**config.mk**
```make
export PLATFORM = sky130hd
export DESIGN_NAME = frm_ctrl
export DESIGN_NICKNAME = d
export VERILOG_FILES = /design/src/frm_pkg.sv /design/src/frm_ctrl.sv
export SDC_FILE = /design/constraint.sdc
export NUM_CORES = 1
export LEC_CHECK = 0
export BUFFER_PORTS_ARGS = -buffer_cell sky130_fd_sc_hd__buf_4
export CORE_AREA = 2 2 103 105
export DETAILED_ROUTE_END_ITERATION = 10
export DIE_AREA = 0 0 105 107
export GPL_TIMING_DRIVEN = 0
export PLACE_DENSITY = 0.77
export SYNTH_ARGS = -nofsm -noshare
export SYNTH_HDL_FRONTEND = slang
export SYNTH_SLANG_ARGS = --single-unit
```
**constraint.sdc**
```tcl
create_clock -name i_clk -period 4.9 [get_ports i_clk]
set_input_delay 0 -clock i_clk [delete_from_list [all_inputs] [get_ports i_clk]]
set_output_delay 0 -clock i_clk [all_outputs]
set_load 0.01 [all_outputs]
```
**src/frm_pkg.sv**
```systemverilog
// shared types and constants for the firewall rule matcher
`default_nettype none

package frm_pkg;

    localparam int MAX_RULES_DEF = 64;

    localparam int KIND_W = 2;
    localparam int PORT_W = 16;
    localparam int ADDR_W = 32;

    localparam logic [KIND_W-1:0] KIND_BIND_ALLOW    = 2'd0;
    localparam logic [KIND_W-1:0] KIND_CONNECT_ALLOW = 2'd1;
    localparam logic [KIND_W-1:0] KIND_CONNECT_DENY  = 2'd2;

    typedef enum logic [1:0] {
        FUNC_INSERT  = 2'd0,
        FUNC_BIND    = 2'd1,
        FUNC_CONNECT = 2'd2,
        FUNC_CLEAR   = 2'd3
    } t_func;

    typedef enum logic {
        ST_IDLE = 1'b0,
        ST_SCAN = 1'b1
    } t_state;

    typedef struct packed {
        logic [KIND_W-1:0] kind;
        logic [PORT_W-1:0] port;
        logic [ADDR_W-1:0] addr;
        logic [ADDR_W-1:0] mask;
    } t_rule;

    typedef struct packed {
        logic wr_en;
        logic rd_en;
    } t_mem_ctl;

endpackage

`default_nettype wire

```
**src/frm_ctrl.sv**
```systemverilog
// command sequencer: rule count, table scan and verdict
`default_nettype none

module frm_ctrl #(
    parameter int MAX_RULES = frm_pkg::MAX_RULES_DEF,
    parameter int IDX_W     = (MAX_RULES > 1) ? $clog2(MAX_RULES) : 1,
    parameter int CNT_W     = $clog2(MAX_RULES + 1)
) (
    input  wire logic                   i_clk,
    input  wire logic                   i_rst_n,
    input  wire logic                   i_start,
    input  wire frm_pkg::t_func         i_func,
    input  wire logic [frm_pkg::KIND_W-1:0] i_rule_kind,
    input  wire logic [frm_pkg::PORT_W-1:0] i_port,
    input  wire logic [frm_pkg::ADDR_W-1:0] i_ip_addr,
    input  wire logic [frm_pkg::ADDR_W-1:0] i_net_mask,
    output logic                        o_busy,
    output logic                        o_strobe,
    output logic                        o_allowed,
    output logic                        o_status,
    output frm_pkg::t_mem_ctl           o_mem_ctl,
    output logic [IDX_W-1:0]            o_wr_addr,
    output frm_pkg::t_rule              o_wr_data,
    output logic [IDX_W-1:0]            o_rd_addr,
    input  wire frm_pkg::t_rule         i_rd_data
);
    import frm_pkg::*;

    t_state             r_state, n_state;
    logic [CNT_W-1:0]   r_count, n_count;
    logic [IDX_W-1:0]   r_addr, n_addr;
    logic               r_rd_more, n_rd_more;
    logic               r_pend, n_pend;
    logic               r_pend_last, n_pend_last;
    logic               r_is_bind, n_is_bind;
    logic [PORT_W-1:0]  r_port, n_port;
    logic [ADDR_W-1:0]  r_ip, n_ip;
    logic               r_strobe, n_strobe;
    logic               r_allowed, n_allowed;
    logic               r_status, n_status;

    logic               accept;
    logic               tbl_full;
    logic               port_hit;
    logic               addr_hit;
    logic               rule_hit;
    logic               verdict;
    logic [CNT_W-1:0]   last_idx;

    assign accept   = i_start && (r_state == ST_IDLE);
    assign tbl_full = (r_count == CNT_W'(MAX_RULES));
    assign last_idx = r_count - CNT_W'(1);

    // match of the rule returned by the memory against the latched check
    assign port_hit = (i_rd_data.port == '0) || (i_rd_data.port == r_port);
    assign addr_hit = ((r_ip ^ i_rd_data.addr) & i_rd_data.mask) == '0;

    always_comb begin
        if (r_is_bind) begin
            rule_hit = (i_rd_data.kind == KIND_BIND_ALLOW) && port_hit;
            verdict  = 1'b1;
        end else begin
            rule_hit = ((i_rd_data.kind == KIND_CONNECT_ALLOW) ||
                        (i_rd_data.kind == KIND_CONNECT_DENY)) && addr_hit && port_hit;
            verdict  = (i_rd_data.kind == KIND_CONNECT_ALLOW);
        end
    end

    always_ff @(posedge i_clk) begin
        if (!i_rst_n) begin
            r_state   <= ST_IDLE;
            r_count   <= '0;
            r_rd_more <= 1'b0;
            r_pend    <= 1'b0;
            r_strobe  <= 1'b0;
        end else begin
            r_state   <= n_state;
            r_count   <= n_count;
            r_rd_more <= n_rd_more;
            r_pend    <= n_pend;
            r_strobe  <= n_strobe;
        end
    end

    always_ff @(posedge i_clk) begin
        r_addr      <= n_addr;
        r_pend_last <= n_pend_last;
        r_is_bind   <= n_is_bind;
        r_port      <= n_port;
        r_ip        <= n_ip;
        r_allowed   <= n_allowed;
        r_status    <= n_status;
    end

    always_comb begin
        n_state     = r_state;
        n_count     = r_count;
        n_addr      = r_addr;
        n_rd_more   = r_rd_more;
        n_pend      = 1'b0;
        n_pend_last = r_pend_last;
        n_is_bind   = r_is_bind;
        n_port      = r_port;
        n_ip        = r_ip;
        n_strobe    = 1'b0;
        n_allowed   = r_allowed;
        n_status    = r_status;
        o_mem_ctl   = '0;

        case (r_state)
            ST_IDLE: begin
                if (accept) begin
                    n_port    = i_port;
                    n_ip      = i_ip_addr;
                    n_is_bind = (i_func == FUNC_BIND);
                    n_allowed = 1'b0;
                    n_status  = 1'b0;
                    case (i_func)
                        FUNC_INSERT: begin
                            n_strobe = 1'b1;
                            if (tbl_full) begin
                                n_status = 1'b1;
                            end else begin
                                o_mem_ctl.wr_en = 1'b1;
                                n_count         = r_count + CNT_W'(1);
                            end
                        end
                        FUNC_BIND, FUNC_CONNECT: begin
                            if (r_count == '0) begin
                                n_strobe = 1'b1;
                            end else begin
                                // scan newest to oldest
                                n_state   = ST_SCAN;
                                n_addr    = last_idx[IDX_W-1:0];
                                n_rd_more = 1'b1;
                            end
                        end
                        FUNC_CLEAR: begin
                            n_strobe = 1'b1;
                            n_count  = '0;
                        end
                        default: begin
                            n_strobe = 1'b1;
                        end
                    endcase
                end
            end
            ST_SCAN: begin
                o_mem_ctl.rd_en = r_rd_more;
                if (r_rd_more) begin
                    n_pend      = 1'b1;
                    n_pend_last = (r_addr == '0);
                    if (r_addr == '0) begin
                        n_rd_more = 1'b0;
                    end else begin
                        n_addr = r_addr - IDX_W'(1);
                    end
                end
                if (r_pend && (rule_hit || r_pend_last)) begin
                    n_state   = ST_IDLE;
                    n_strobe  = 1'b1;
                    n_allowed = rule_hit && verdict;
                    n_rd_more = 1'b0;
                    n_pend    = 1'b0;
                end
            end
            default: begin
                n_state = ST_IDLE;
            end
        endcase
    end

    // the write lands at the end of the accepting cycle, before any later read
    assign o_wr_addr      = r_count[IDX_W-1:0];
    assign o_wr_data.kind = i_rule_kind;
    assign o_wr_data.port = i_port;
    assign o_wr_data.addr = i_ip_addr;
    assign o_wr_data.mask = i_net_mask;
    assign o_rd_addr      = r_addr;

    assign o_busy    = (r_state != ST_IDLE);
    assign o_strobe  = r_strobe;
    assign o_allowed = r_allowed;
    assign o_status  = r_status;

endmodule

`default_nettype wire

```
# Yosys cells after proc, flatten, opt, wreduce, memory -nomap -nowiden
# Index checks and enable logic that the tools add are counted.
# word_totals
ff_bits	69
inputBits	169
word_cells	95
out_inout_bits	100
# op_classes
add_sub_neg	3
n_mux	37
n_reduce_logical	25
eq_ne	14
bitwise	4
# ops
op	n
$and A32 B32 Y32	1
$logic_not A32 Y1	1
$xor A32 B32 Y32	1
$mux W6	5
$mux W1	24
$eq A16 B16 Y1	1
$logic_not A16 Y1	1
$pmux W7 S2	1
$pmux W6 S2	1
$sub A6 B1 Y6 const B	2
$pmux W1 S2	5
$ne A2 B2 Y1 const B	4
$add A7 B1 Y7 const B	1
$eq A7 B7 Y1 const B	1
$logic_not A7 Y1	1
$mux W7	1
$eq A2 B2 Y1 const B	3
$logic_and A1 B1 Y1	6
$logic_not A6 Y1	1
$ne A2 B1 Y1 const B	3
$reduce_and A2 Y1	3
$reduce_and A5 Y1	1
$eq A2 B1 Y1 const B	2
$logic_not A2 Y1	2
other kinds (7)	11

# Longest topological paths before layout
# Gate-level depths: netlist of run 1.
# depth
depth_word	10
depth_mapped	8

# Least setup slack after synthesis of run 1
# OpenSTA, ideal clock, no wires.
# synth_timing
path_kind	register to register
start	register r_state, in the netlist o_busy
end	register r_count[5]
setup_time_ps	130
path_buffers	2
arrival_ps	3080
t_required_ps	4770
stages_incl_launch_ff	9
path_slack_ps	1689
path_cell_list	dfxtp_1 > clkbuf_1 > nor2b_1 > clkbuf_1 > o21ai_0 > nor2_1 > nand4_1 > xor2_1 > nor2_1
# synth_between
elab_chain_cells	3
# synth_lines
element	line	text
from (decl)	frm_ctrl.sv:29	t_state r_state, n_state;
from (signal assigned)	frm_ctrl.sv:77	r_state <= n_state;
$not A1 Y1 (no line) *	-	
$logic_and A1 B1 Y1	frm_ctrl.sv:50	assign accept = i_start && (r_state == ST_IDLE);
$reduce_and A4 Y1 (no line) *	-	
to (signal assigned)	frm_ctrl.sv:78	r_count <= n_count;
to (decl)	frm_ctrl.sv:30	logic [CNT_W-1:0] r_count, n_count;
# Every way passes the cells marked *; elsewhere a longest branch is shown, timed or not.
# A chain may end at the register's enable or synchronous reset.

==> results.ini, run 1 <==
[cts]
cts_max_path_buffers = 2
root_buffer = clkbuf_8
post_cts_resized = 0
cts_sinks = 69
cts_max_level = 3
clk-insertion-delay-late_ns = 0.35
clkTransAtPathRegs_ns = 0.08
post-cts-setup-buffers = 0
hold_buffers = 49
cts_inserted_buffers = 9
tritoncts = built

[power]
swShare = 0.254
p_int_w = 0.00122
switching_power_w = 0.000416
peakVddDrop_v = 0.000162
power_density_nw_per_um2 = 243
seqPwrFrac = 0.426
clkPwrFrac = 0.326
p_leak_nw = 3.09
pwr-share-comb = 0.248

[place]
portBuffers = 234
dp_slack_ns = 2.29
gp_congestion = 0.845
hpwl_mm = 9.60
placed_cells = 738

[worst_setup_path]
cp-start-kind = register
path_max_fanout = 33
rr_worst_depth = 6
end_kind = primary output
r2r_setup_slack_ns = 2.33
cp.required_ns = 4.90
cp.arrival_ns = 2.63
startpoint = o_busy$_SDFF_PN0_
crit_end = o_mem_ctl[1]
worstReg2RegEnd = o_rd_addr[1]$_DFFE_PP_
crit_type = register to primary output
timing.rr.start = o_busy$_SDFF_PN0_

[synthesis]
yosys_register_bits = 69
ys.flop_type = edfxtp_1
synth_area_um2 = 4060
yosysSeqAreaShare = 0.483
ys_async_sr_fraction = 0
synth-simple-area-share = 0.101
yosysUniqueCellTypes = 39
synth-compound-area-share = 0.0734
yosysWarnings = 0
ys_top_cells_by_count = buf_4 (88), edfxtp_1 (58), xor2_1 (38)
synth_most_common_cell = buf_4
synth_area_per_cell_um2 = 11.1
synthAdderAreaFrac = 0.0247
syn_nets = 544
ys_top_cells_by_area = edfxtp_1 (43%), buf_4 (16%), xor2_1 (8.2%), dfxtp_1 (5.4%), xnor2_1 (4.5%)
synth_edf_count = 58
synth_top_area_share = 0.429
synth_top_family_by_area = buffers and inverters
synth.area.mux_share = 0.0148
yosysTopAreaCell = edfxtp_1
synthXorXnorAreaFrac = 0.127
syn_inst = 367

[sta]
maxSlewViolCount = 0
rsz0062_at_grt = false
fmax_ghz = 0.381
setup_viol = 0
worst_pin_slew_ns = 0.938
hold-worst-slack_ns = 0.00950
period_share = 0.536
hold_violations = 0
period_needed_ns = 2.63
tns_ns = 0
worst_slack_ns = 2.27
clock_skew_ns = 0.0180
slew_headroom = 0.374

[route]
avgViaCountPerCell = 4.69
dr_wl_met2_mm = 6.72
postRouteAntennaNets = 0
wirelength_mm = 12.9
wl_met1_mm = 4.86
vias = 3766
dr_wl_met3_mm = 1.05
dr.pass1.iters = 4
drtIter0Drc = 93
top_layer_used = met4
drc_errors = 0
routedWlPerCell_um = 16.1

[floorplan]
ios = 269
rows = 37
dieHeight_um = 107
die_area_um2 = 11200
fp.coreArea_um2 = 10100
die_w_um = 105
start_util = 0.402

[global_routing]
gr-usage-all-layers = 0.227
grt_overflow = 0
grt_max_degree = 34
grt_pass1_vias = 3996
grt_pass1_wl_mm = 19.8
antenna_found_initial = 0

[final_layout]
area_growth_pct = 65.9
finalNonFillerCells = 803
antenna_cells = 0
drive_above_1_share = 0.514
nets = 839

[status]
status = finished clean

[job]
drv_cap = 0

[worst_hold_path]
worstHoldPathCells = 2
hold_class = primary input to register

[layout by cell type, fill, tap and decap left out, types with 9 or more instances in the layout]
master and instances:
a22oi_1 18, xnor2_1 21, dfxtp_1 11, inv_1 11
clkbuf_8 9, dlygate4sd3_1 49, buf_4 322, nor2_1 15
nand4_1 11, xor2_1 38, edfxtp_1 58, nand3_1 10
nand2_1 24
[cell families (layout without fill, tap and decap cells)]
| kind of cell | Yosys count | count (layout) |
|---|---|---|
| buf+inv | 102 | 402 |
| simple gates | 81 | 81 |
| flops | 69 | 69 |
| xor+xnor | 59 | 59 |
| compound gates | 42 | 42 |
| fa+ha+maj | 8 | 8 |
| mux | 6 | 6 |
[through the flow]
| stage | cell area (µm²) | util | power (W) |
|---|---|---|---|
| final | 6740 | 0.667 | 0.00164 |
| after global routing | 6740 | 0.667 | 0.00170 |
| after CTS | 6740 | 0.667 | 0.00164 |
| after detailed placement | 6010 | 0.596 | 0.00108 |
| after global placement | 5990 | 0.593 | 0.00107 |
| after floorplan | 4060 | - | 0.000886 |
[area by class of cell]
| cell class | instances | area [µm²] |
|---|---|---|
| Multi-Input combinational cell | 196 | 1380 |
| Timing Repair Buffer | 284 | 2270 |
| Clock buffer | 12 | 178 |
| Tap cell | 136 | 170 |
| Clock inverter | 4 | 52.6 |
| Inverter | 11 | 41.3 |
| Sequential cell | 69 | 1960 |
| Buffer | 91 | 673 |
| Fill cell | 717 | 3360 |
[sequential cells by signal, indices dropped and copies added, names as in the netlist]
signal	cells
r_rd_more	1
r_count	7
o_busy	1
o_allowed	1
r_ip	32
r_pend_last	1
o_strobe	1
r_pend	1
o_rd_addr	6
r_is_bind	1
o_status	1
r_port	16
[critical path: stages (launching register included)]
cell	delay, ns
dfxtp_1	0.32
clkbuf_1	0.21
nor2b_1	0.16
clkbuf_2	0.72
buf_16	0.26
nand2_1	0.07
a31oi_1	0.35
buf_4	0.20
[power groups by stage]
stage	registers, W	clock network (W)	logic [W]
final	0.000698	0.000533	0.000405
after global routing	0.000702	0.000565	0.000438
after CTS	0.000697	0.000541	0.000403
after detailed placement	0.000711	0	0.000370
after global placement	0.000711	0	0.000360
after floorplan	0.000709	0	0.000177
[layer usage]
layer,track usage,up-vias
li1,-,1809
met5,0,-
met2,0.421,198
met1,0.243,1731
met4,0.0933,0
met3,0.0644,28
[worst min path at each step]
stage	from	to	slack [ns]
finish	i_func[0]	r_is_bind$_DFFE_PP_	0.01
global route	i_func[0]	r_is_bind$_DFFE_PP_	0.004
CTS	i_func[0]	r_is_bind$_DFFE_PP_	0.001
detailed placement	i_net_mask[12]	o_wr_data[12]	0.18
global placement	i_net_mask[23]	o_wr_data[23]	0.18
floorplan	i_net_mask[0]	o_wr_data[0]	0.09
No activity file was read; power rests on OpenSTA's default activity.
==> run 2, diff against run 1 <==
--- a/config.mk
+++ b/config.mk
@@ -5,12 +5,13 @@
 export SDC_FILE = /design/constraint.sdc
 export NUM_CORES = 1
 export LEC_CHECK = 0
+export ABC_AREA = 1
 export BUFFER_PORTS_ARGS = -buffer_cell sky130_fd_sc_hd__buf_4
-export CORE_AREA = 2 2 103 105
+export CORE_MARGIN = 2
+export CORE_UTILIZATION = 43
 export DETAILED_ROUTE_END_ITERATION = 10
-export DIE_AREA = 0 0 105 107
 export GPL_TIMING_DRIVEN = 0
-export PLACE_DENSITY = 0.77
+export PLACE_DENSITY = 0.81
 export SYNTH_ARGS = -nofsm -noshare
 export SYNTH_HDL_FRONTEND = slang
 export SYNTH_SLANG_ARGS = --single-unit
==> constraint.sdc (replaced) <==
create_clock -name i_clk -period 2.7 [get_ports i_clk]
set_input_delay 0 -clock i_clk [delete_from_list [all_inputs] [get_ports i_clk]]
set_output_delay 0 -clock i_clk [all_outputs]
set_load 0.01 [all_outputs]
==> run 2 against run 1 <==
Against the previous run:
- register-to-register slack worse by 1.9 ns
- wire length rose by 2.7%
- sequential power is 81% higher
- clock skew is 0.0037 ns lower
- flip-flop and latch count unchanged
- sequential share of layout area fell by 0.82 points
- via count is 10% higher
- critical endpoint is now o_rd_addr[5]$_DFFE_PP_
- largest cell class unchanged
- highest routed layer unchanged
==> results.ini, run 2 <==
[status]
status = finished clean

[power]
p_int_w = 0.00227
power_density_nw_per_um2 = 433
pwr-share-comb = 0.240
clkPwrFrac = 0.339
peakVddDrop_v = 0.000346
switching_power_w = 0.000735
seqPwrFrac = 0.420
p_leak_nw = 3.52
swShare = 0.245

[worst_setup_path]
cp.required_ns = 2.66
end_kind = register
cp-start-kind = register
slowest_delay_ns = 0.65
cp.arrival_ns = 2.19
path_max_fanout = 52
r2r_setup_slack_ns = 0.47
worstReg2RegEnd = o_rd_addr[5]$_DFFE_PP_
rr_worst_depth = 4
cp.buffers_inverters = 2
path_cells = buf_6 -> nor2_8 -> inv_2 -> o21ai_1
path_depth = 4
crit_end = o_rd_addr[5]$_DFFE_PP_
crit_family = simple AND/OR/NAND/NOR gates
startpoint = o_busy$_SDFF_PN0_
timing.rr.start = o_busy$_SDFF_PN0_
crit_type = register to register
critPathSlowestCell = nor2_8

[synthesis]
synth_top_area_share = 0.408
yosysSeqAreaShare = 0.460
ys_top_cells_by_area = edfxtp_1 (41%), buf_4 (15%), nand2_1 (8.7%), inv_1 (6.9%), dfxtp_1 (5.2%)
synth_edf_count = 58
yosysTopAreaCell = edfxtp_1
syn_inst = 485
ys_async_sr_fraction = 0
synth_most_common_cell = nand2_1
ys.flop_type = edfxtp_1
syn_nets = 662
yosysUniqueCellTypes = 33
yosysWarnings = 0
synth_area_um2 = 4270
ys_top_cells_by_count = nand2_1 (99), buf_4 (88), inv_1 (78)
yosys_register_bits = 69
synth_area_per_cell_um2 = 8.80

[final_layout]
final_area_um2 = 6930
fillerInstances = 710
layout_common_cells = buf_4 (322), nand2_1 (99), inv_1 (78), edfxtp_1 (58), dlygate4sd3_1 (50)
top_register = r_ip
nets = 957
area_growth_pct = 62.4
finalNonFillerCells = 918
multi_input_area_um2 = 1310
seq_area_um2 = 1960
largest_reg_flops = 32
top_regs = r_ip: 32 flops, r_port: 16 flops, r_count: 7 flops
antenna_cells = 0
drive_above_1_share = 0.454
final_common_cell = buf_4

[cts]
clk-insertion-delay-late_ns = 0.34
tritoncts = built
cts_sinks = 69
root_buffer = clkbuf_8
post-cts-setup-buffers = 0
cts_max_path_buffers = 2
cts_inserted_buffers = 9
clkTransAtPathRegs_ns = 0.08
cts_max_level = 3

[global_routing]
grt_pass1_vias = 4230
gr-usage-all-layers = 0.240
grt_max_degree = 53
grt_pass1_wl_mm = 20.5
grt_overflow = 0
antenna_found_initial = 0

[route]
drc_errors = 0
routedWlPerCell_um = 14.5
dr.pass1.iters = 4
drtIter0Drc = 167
vias = 4154
postRouteAntennaNets = 0
wirelength_mm = 13.3
avgViaCountPerCell = 4.53

[place]
gp_congestion = 0.890
placed_cells = 852
hpwl_mm = 9.62
dpl_cell_area_um2 = 6190
portBuffers = 234

[floorplan]
die_area_um2 = 10700
die_w_um = 104
ios = 269
rows = 36
fp.coreArea_um2 = 9680
dieHeight_um = 104
start_util = 0.441

[sta]
period_share = 0.825
tns_ns = 0
clock_skew_ns = 0.0142
hold_violations = 0
setup_viol = 0
maxSlewViolCount = 0
rsz0062_at_grt = false
period_needed_ns = 2.23
worst_pin_slew_ns = 0.874
fmax_ghz = 0.449
slew_headroom = 0.418

[job]
drv_cap = 0

[worst_hold_path]
hold_class = primary input to register

==> run 2: logic make-up after synthesis <==
family	count (synthesis)	share of synthesized area
AND/OR/NAND/NOR	192	0.212
XOR/XNOR	20	0.0410
AO/OA/AOI/OAI	22	0.0311
adder cells (fa/ha/maj)	8	0.0235
flip-flops	69	0.460
buffers and inverters	174	0.232
==> run 2: how the worst min path moves through the flow <==
stage                   startpoint                  end  slack [ns]  depth (start not counted)
floorplan            i_net_mask[0]         o_wr_data[0]        0.09                          1
global placement    i_net_mask[24]        o_wr_data[24]        0.18                          2
detailed placement  i_net_mask[31]        o_wr_data[31]        0.18                          2
CTS                      i_func[1]  r_is_bind$_DFFE_PP_        0.08                          3
global route             i_func[1]  r_is_bind$_DFFE_PP_         0.1                          3
finish                   i_func[1]  r_is_bind$_DFFE_PP_        0.09                          3
==> run 2: area by class of cell <==
cell class                      instances  area share
Inverter                               85      0.0462
Timing Repair Buffer                  284       0.326
Clock inverter                          6      0.0159
Buffer                                 89      0.0970
Clock buffer                           10      0.0184
Multi-Input combinational cell        242       0.190
Sequential cell                        69       0.283
Tap cell                              133      0.0240
==> run 2: per-stage QoR <==
stage                     total power (W)  utilization  hold slack (ns)  setup slack, ns
final                             0.00300        0.716           0.0870            0.471
after global routing              0.00314        0.716           0.0956            0.261
after CTS                         0.00301        0.716           0.0779            0.110
after detailed placement          0.00194        0.639            0.178            0.133
after global placement            0.00192        0.639            0.177            0.221
after floorplan                   0.00160            -           0.0918            0.642
==> run 2: worst min-delay path, cell delays in order <==
cell,delay [ns]
buf_4,0.11
inv_1,0.07
ha_1,0.14
==> run 2: timing repair <==
| action | in CTS | in global routing |
|---|---|---|
| gates resized for setup | 0 | 1 |
| setup endpoints to repair | 0 | 6 |
| hold endpoints to repair | 53 | 0 |
| hold buffers | 50 | 0 |
==> run 2: power groups by stage <==
stage | clock network, W | registers [W] | logic, W
2_1_floorplan | 0 | 0.00128 | 0.000318
3_3_place_gp | 0 | 0.00128 | 0.000635
3_5_place_dp | 0 | 0.00129 | 0.000653
4_1_cts | 0.00103 | 0.00126 | 0.000715
5_1_grt | 0.00109 | 0.00127 | 0.000780
6_report | 0.00102 | 0.00126 | 0.000722
==> run 2: routing by layer <==
metal,wire length (µm),vias to the layer above,share of wire,GRT usage
li1,-,2047,-,-
met1,4730,1901,0.36,0.241
met2,7220,165,0.54,0.462
met3,810,41,0.061,0.0585
met4,520,0,0.039,0.113
met5,0,-,0,0
